===== src/i2cms_pkg.sv =====
package i2cms_pkg;

    localparam logic [2:0] OP_TICK  = 3'd0;
    localparam logic [2:0] OP_START = 3'd1;
    localparam logic [2:0] OP_STOP  = 3'd2;
    localparam logic [2:0] OP_WRITE = 3'd3;
    localparam logic [2:0] OP_READ  = 3'd4;

    localparam int unsigned LEN_START = 3;
    localparam int unsigned LEN_STOP  = 3;
    localparam int unsigned LEN_WRITE = 27;
    localparam int unsigned LEN_READ  = 20;

    localparam logic [7:0] MSB_MASK = 8'h80;

    // sequence length per command code
    function automatic logic [4:0] seq_length(input logic [2:0] kind);
        logic [4:0] len;
        unique case (kind)
            OP_START: len = 5'(LEN_START);
            OP_STOP:  len = 5'(LEN_STOP);
            OP_WRITE: len = 5'(LEN_WRITE);
            OP_READ:  len = 5'(LEN_READ);
            default:  len = 5'd0;
        endcase
        return len;
    endfunction

    // bit slot within a write data bit (three phases per bit), small table
    function automatic logic [1:0] slot3(input logic [4:0] p);
        logic [1:0] s;
        unique case (p)
            5'd0, 5'd3, 5'd6, 5'd9, 5'd12, 5'd15, 5'd18, 5'd21, 5'd24, 5'd27, 5'd30:
                s = 2'd0;
            5'd1, 5'd4, 5'd7, 5'd10, 5'd13, 5'd16, 5'd19, 5'd22, 5'd25, 5'd28, 5'd31:
                s = 2'd1;
            default:
                s = 2'd2;
        endcase
        return s;
    endfunction

endpackage


===== src/i2c_master_byte_sequencer_unit.sv =====
// I2C master bit-phase sequencer.
// Input channel (s_*): one transaction per item. A command (start, stop,
// write byte, read byte) loads a sequence and runs no phase; a tick item
// runs the next bus phase (one half-bit delay) of the loaded sequence.
// Sequences are start 3, stop 3, write 27 and read 20 phases long.
// A command while a sequence is loaded is ignored and flagged rejected.
// Output channel (m_*): one result per item with the SCL/SDA/enable levels
// now driven, busy, done, the read byte and write ACK on the done tick.
// The result is registered: it is valid in the cycle after the item is accepted.
// Throughput: one item per cycle while the receiver takes each result; the whole phase step is a single pass of
// logic from the sequencer state into the result register.
// Receiver stall: the result register holds; s_ready stays high while the
// result register is empty or being emptied in the same cycle, so a stall
// of the receiver blocks the input after one item.
// Reset (aresetn low, synchronous): no result pending, sequencer idle,
// SCL, SDA and enable all high.
module i2c_master_byte_sequencer_unit
    import i2cms_pkg::*;
(
    input  logic       aclk,
    input  logic       aresetn,
    input  logic       s_valid,
    output logic       s_ready,
    input  logic [2:0] s_opcode,
    input  logic [7:0] s_data_byte,
    input  logic       s_send_ack,
    input  logic       s_sda_in,
    output logic       m_valid,
    input  logic       m_ready,
    output logic       m_scl_level,
    output logic       m_sda_level,
    output logic       m_sda_drive_enable,
    output logic       m_busy_res,
    output logic       m_done_res,
    output logic [7:0] m_read_byte,
    output logic       m_ack_received,
    output logic       m_rejected
);

    typedef enum logic [2:0] {
        KIND_IDLE  = 3'd0,
        KIND_START = 3'd1,
        KIND_STOP  = 3'd2,
        KIND_WRITE = 3'd3,
        KIND_READ  = 3'd4
    } kind_t;

    kind_t      kind_reg, kind_next;
    logic [2:0] pin_reg, pin_next;
    logic [4:0] phase_reg, phase_next;
    logic [7:0] shift_reg, shift_next;
    logic       ackw_reg, ackw_next;
    logic       ackf_reg, ackf_next;

    logic       m_valid_reg;
    logic       scl_reg, sda_reg, oe_reg, busy_reg, done_reg, ackr_reg, rej_reg;
    logic [7:0] rbyte_reg;

    logic       scl_v, sda_v, oe_v;
    logic       done_v, rej_v, ackr_v;
    logic [7:0] rbyte_v;
    logic       busy, is_cmd, accept;
    logic [5:0] p_inc;
    logic [1:0] slot;

    assign s_ready = !m_valid_reg || m_ready;
    assign accept  = s_valid && s_ready;
    assign busy    = kind_reg != KIND_IDLE;
    assign is_cmd  = s_opcode == OP_START || s_opcode == OP_STOP ||
                     s_opcode == OP_WRITE || s_opcode == OP_READ;
    assign p_inc   = {1'b0, phase_reg} + 6'd1;
    assign slot    = slot3(phase_reg);

    always_comb begin
        kind_next  = kind_reg;
        pin_next   = pin_reg;
        phase_next = phase_reg;
        shift_next = shift_reg;
        ackw_next  = ackw_reg;
        ackf_next  = ackf_reg;
        scl_v      = pin_reg[0];
        sda_v      = pin_reg[1];
        oe_v       = pin_reg[2];
        done_v     = 1'b0;
        rej_v      = 1'b0;
        ackr_v     = 1'b0;
        rbyte_v    = 8'd0;

        if (is_cmd) begin
            if (busy) begin
                rej_v = 1'b1;
            end else begin
                kind_next  = kind_t'(s_opcode);
                phase_next = 5'd0;
                if (s_opcode == OP_WRITE) begin
                    shift_next = s_data_byte;
                    ackf_next  = 1'b0;
                end
                if (s_opcode == OP_READ) begin
                    shift_next = 8'd0;
                    ackw_next  = s_send_ack;
                end
            end
        end else if (s_opcode == OP_TICK && busy) begin
            unique case (kind_reg)
                KIND_START: begin
                    oe_v = 1'b1;
                    if (phase_reg == 5'd0) begin
                        sda_v = 1'b1;
                        scl_v = 1'b1;
                    end else if (phase_reg == 5'd1) begin
                        sda_v = 1'b0;
                    end else begin
                        scl_v = 1'b0;
                    end
                end
                KIND_STOP: begin
                    oe_v = 1'b1;
                    if (phase_reg == 5'd0) begin
                        sda_v = 1'b0;
                        scl_v = 1'b0;
                    end else if (phase_reg == 5'd1) begin
                        scl_v = 1'b1;
                    end else begin
                        sda_v = 1'b1;
                    end
                end
                KIND_WRITE: begin
                    if (phase_reg < 5'd24) begin
                        if (slot == 2'd0) begin
                            sda_v = |(shift_reg & MSB_MASK);
                            oe_v  = 1'b1;
                        end else if (slot == 2'd1) begin
                            scl_v = 1'b1;
                        end else begin
                            scl_v      = 1'b0;
                            shift_next = {shift_reg[6:0], 1'b0};
                        end
                    end else if (phase_reg == 5'd24) begin
                        oe_v  = 1'b0;
                        sda_v = 1'b1;
                    end else if (phase_reg == 5'd25) begin
                        scl_v     = 1'b1;
                        ackf_next = !s_sda_in;
                    end else begin
                        scl_v = 1'b0;
                    end
                end
                KIND_READ: begin
                    if (phase_reg == 5'd0) begin
                        oe_v  = 1'b0;
                        sda_v = 1'b1;
                    end else if (phase_reg <= 5'd16) begin
                        // SCL high on odd phases, sample the bit there
                        if (phase_reg[0]) begin
                            scl_v      = 1'b1;
                            shift_next = {shift_reg[6:0], s_sda_in};
                        end else begin
                            scl_v = 1'b0;
                        end
                    end else if (phase_reg == 5'd17) begin
                        oe_v  = 1'b1;
                        sda_v = !ackw_reg;
                    end else if (phase_reg == 5'd18) begin
                        scl_v = 1'b1;
                    end else begin
                        scl_v = 1'b0;
                    end
                end
                default: begin
                end
            endcase
            pin_next   = {oe_v, sda_v, scl_v};
            phase_next = p_inc[4:0];
            if (p_inc >= {1'b0, seq_length(kind_reg)}) begin
                done_v     = 1'b1;
                phase_next = 5'd0;
                kind_next  = KIND_IDLE;
                if (kind_reg == KIND_READ) begin
                    rbyte_v = shift_next;
                end
                if (kind_reg == KIND_WRITE) begin
                    ackr_v = ackf_next;
                end
            end
        end
    end

    always_ff @(posedge aclk) begin
        if (!aresetn) begin
            kind_reg    <= KIND_IDLE;
            pin_reg     <= 3'b111;
            phase_reg   <= 5'd0;
            shift_reg   <= 8'd0;
            ackw_reg    <= 1'b0;
            ackf_reg    <= 1'b0;
            m_valid_reg <= 1'b0;
        end else begin
            if (accept) begin
                kind_reg  <= kind_next;
                pin_reg   <= pin_next;
                phase_reg <= phase_next;
                shift_reg <= shift_next;
                ackw_reg  <= ackw_next;
                ackf_reg  <= ackf_next;
            end
            if (accept) begin
                m_valid_reg <= 1'b1;
            end else if (m_ready) begin
                m_valid_reg <= 1'b0;
            end
        end
    end

    always_ff @(posedge aclk) begin
        if (accept) begin
            scl_reg   <= scl_v;
            sda_reg   <= sda_v;
            oe_reg    <= oe_v;
            busy_reg  <= kind_next != KIND_IDLE;
            done_reg  <= done_v;
            rbyte_reg <= rbyte_v;
            ackr_reg  <= ackr_v;
            rej_reg   <= rej_v;
        end
    end

    assign m_valid            = m_valid_reg;
    assign m_scl_level        = scl_reg;
    assign m_sda_level        = sda_reg;
    assign m_sda_drive_enable = oe_reg;
    assign m_busy_res         = busy_reg;
    assign m_done_res         = done_reg;
    assign m_read_byte        = rbyte_reg;
    assign m_ack_received     = ackr_reg;
    assign m_rejected         = rej_reg;

endmodule


===== config.mk =====
export PLATFORM = sky130hd
export DESIGN_NAME = i2c_master_byte_sequencer_unit
export DESIGN_NICKNAME = d
export VERILOG_FILES = /design/src/i2cms_pkg.sv /design/src/i2c_master_byte_sequencer_unit.sv
export SDC_FILE = /design/constraint.sdc
export NUM_CORES = 1
export LEC_CHECK = 0
export ABC_CLOCK_PERIOD_IN_PS = 4800
export BUFFER_PORTS_ARGS = -buffer_cell sky130_fd_sc_hd__buf_2
export CORE_MARGIN = 2
export CORE_UTILIZATION = 25
export CTS_CLUSTER_DIAMETER = 60
export DETAILED_ROUTE_END_ITERATION = 10
export PLACE_DENSITY = 0.38
export SETUP_SLACK_MARGIN = 0.3
export SLEW_MARGIN = 0
export SYNTH_ARGS = -nofsm -noshare
export SYNTH_HDL_FRONTEND = slang
export SYNTH_SLANG_ARGS = --single-unit
export TNS_END_PERCENT = 10

===== constraint.sdc =====
create_clock -name aclk -period 4.8 [get_ports aclk]
set_input_delay 0.24 -clock aclk [delete_from_list [all_inputs] [get_ports aclk]]
set_output_delay 0.24 -clock aclk [all_outputs]
set_load 0.05 [all_outputs]

==> impl_metrics.json <==
{
  "outcome": "finished clean",
  "core.rowCount": 36,
  "ir_drop_mv": 0.106,
  "vias": 2055,
  "firstDrtPassIters": 4,
  "final_cell_area_um2": 2830,
  "grt_pass1_wl_mm": 10.8,
  "first_global_vias": 2041,
  "drive_gt1_frac": 0.187,
  "synth_top_area_frac": 0.194,
  "via_per_inst": 4.81,
  "cts_tree": "built",
  "synth_nets": 295,
  "grt-ovfl-total": 0,
  "switching_share": 0.293,
  "synth_mux_area_frac": 0.0719,
  "p_clk_frac": 0.317,
  "clock_latency_ps": 290,
  "setup_viol": 0,
  "hold_viol": 0,
  "worstReg2RegEnd": "slot[0]",
  "postCtsSetupBuffers": 0,
  "cts_buffer_depth": 2,
  "p_seq_frac": 0.524,
  "n_antenna_cell": 0,
  "fin_tns_setup_ps": 0,
  "worstSetupEndpointType": "register",
  "clk_pin_slew_ps": 80,
  "critPathLaunchType": "register",
  "route.detailed.drc": 0,
  "postCtsHoldBufs": 0,
  "io_buffers": 33,
  "final.period_utilization": 0.754,
  "final_nets": 321,
  "async_reset_ff_frac": 0,
  "synthToLayoutAreaGrowth_pct": 14.4,
  "groute.usage.overall": 0.131,
  "synth-xor-area-share": 0.0177,
  "wl_mm": 6.58,
  "hold_path_class": "input pin to register",
  "crit_type": "register to register",
  "netlist_area_um2": 2470,
  "first_iter_violations": 90,
  "slew_viol_final": 0,
  "initial_core_util": 0.255,
  "avgSynthCellArea_um2": 9.26,
  "numCtsBuffers": 5,
  "hold_slack_ps": 216,
  "pwr-share-comb": 0.160,
  "synthCells": 267,
  "synth_area_leader_cell": "dfxtp_1",
  "postPlaceCellArea_um2": 2740,
  "ctsResizeCount": 0,
  "cp-endpoint": "slot[0]",
  "synthFlopType": "dfxtp_1",
  "fmax_mhz": 276,
  "die_w_um": 103,
  "ys_warn_count": 0,
  "power_density_nw_per_um2": 248,
  "cp.arrival_ps": 3830,
  "core_region_area_um2": 9680,
  "die_h_um": 103,
  "synth_enable_flop_cells": 15,
  "clock-root-buffer": "clkbuf_8",
  "cp.required_ps": 5010,
  "p_sw_w": 0.000206,
  "antenna_found_initial": 0,
  "fin_worst_skew_ps": 7.72,
  "n_fill_cell": 1039,
  "reg2reg_from": "phase_reg[0]",
  "synthAdderAreaFrac": 0.0557,
  "relSlewSlack": 0.366,
  "yosysSeqAreaShare": 0.377,
  "leakagePower_nw": 1.16,
  "clkSinkCount": 39,
  "synth-seq-cells": 39,
  "synth_top_family_by_area": "compound AO/OA/AOI/OAI gates",
  "place_hpwl_mm": 4.96,
  "ant_nets": 0,
  "period_needed_ps": 3620,
  "tightest_slew_ps": 947,
  "dp.cells": 419,
  "synth_compound_area_frac": 0.247,
  "most-common-layout-cells": "buf_2, nor2_1, dfxtp_1",
  "final_cells": 427,
  "gp_congestion": 0.904,
  "yosysUniqueCellTypes": 59,
  "final_common_cell": "buf_2",
  "worstSetupStartpoint": "phase_reg[0]",
  "ioPinCount": 34,
  "ys_top_cells_by_area": "dfxtp_1, edfxtp_1, mux2i_1",
  "die_area_um2": 10700,
  "rsz0062_at_grt": "false",
  "wl_per_cell_um": 15.4,
  "intPower_w": 0.000496,
  "synth_simple_gate_area_frac": 0.188,
  "grt_max_degree": 24,
  "rrSetupSlack_ps": 1180,
  "maxCapViolCount": 0,
  "htree_levels": 2,
  "ff2ff_path_depth": 13,
  "cp_max_fo": 11
}
==> cell type report <==
cell class | instances | area, um2 | area share
clock inverters | 2 | 12.5 | 0.00442
well taps | 133 | 166 | 0.0588
flip-flops and latches | 39 | 931 | 0.329
clock buffers | 6 | 72.6 | 0.0257
multi-input cells | 202 | 1440 | 0.508
repair buffers | 33 | 165 | 0.0584
inverters | 12 | 45.0 | 0.0159
==> Yosys cell counts, types with 3 or more instances <==
cell and n:
a21boi_0 3, a21o_1 5, a21oi_1 14, a2bb2oi_1 7
and2_1 4, clkbuf_1 12, dfxtp_1 24, edfxtp_1 15
ha_1 11, inv_1 12, mux2i_1 14, nand2_1 22
nand2b_1 4, nand3_1 6, nand4_1 3, nor2_1 32
nor2b_1 5, o211a_1 3, o21ai_0 12, o221ai_1 3
or2_2 3, xnor2_1 3
==> cell families (layout without fill, tap and decap cells) <==
| family | Yosys count | after routing |
|---|---|---|
| buffers and inverters | 26 | 53 |
| adder cells (fa/ha/maj) | 11 | 11 |
| flip-flops | 39 | 39 |
| multiplexers | 17 | 17 |
| AO/OA/AOI/OAI | 77 | 77 |
| XOR/XNOR | 5 | 5 |
| AND/OR/NAND/NOR | 92 | 92 |
==> power groups by stage <==
stage | sequential, W | combinational [W] | clock (W)
final | 0.000368 | 0.000112 | 0.000223
after global routing | 0.000370 | 0.000125 | 0.000241
after CTS | 0.000368 | 0.000114 | 0.000233
after detailed placement | 0.000375 | 0.000113 | 0
after global placement | 0.000375 | 0.000115 | 0
after floorplan | 0.000392 | 0.0000639 | 0
==> metrics by stage <==
stage          setup WS (ps)  power [W]  utilization
2_1_floorplan           1390   0.000456            -
3_3_place_gp            1270   0.000490        0.283
3_5_place_dp            1180   0.000489        0.283
4_1_cts                 1170   0.000715        0.292
5_1_grt                  894   0.000736        0.292
6_report                1180   0.000702        0.292
==> worst max-delay path, stage by stage, from the launching register on <==
cell      delay, ps
dfxtp_1         590
nand3_1         170
and2_1          210
or2_2           290
ha_1            310
a21o_1          180
a21o_1          200
a211oi_4        300
a32o_1          230
nand2_1          90
ha_1            330
mux2i_1         100
mux2_4          280
a221oi_2        260
==> metal layers <==
| layer | vias to the layer above | global-route usage | wire length [um] |
|---|---|---|---|
| met5 | - | 0 | 0 |
| met4 | 0 | 0.0314 | 72 |
| met3 | 7 | 0.0235 | 227 |
| met2 | 41 | 0.209 | 2970 |
| met1 | 974 | 0.183 | 3310 |
| li1 | 1033 | - | - |
==> worst min path at each step <==
stage | startpoint | to | slack [ps] | cells after the start
after floorplan | s_valid | m_valid | 380 | 2
after global placement | ackf_reg | ackf_reg | 500 | 2
after detailed placement | shift_reg[0] | shift_reg[0] | 510 | 1
after CTS | s_send_ack | ackw_reg | 210 | 3
after global routing | s_data_byte[4] | shift_reg[4] | 230 | 3
final | s_send_ack | ackw_reg | 220 | 3
Power figures use the tool's default switching activity.
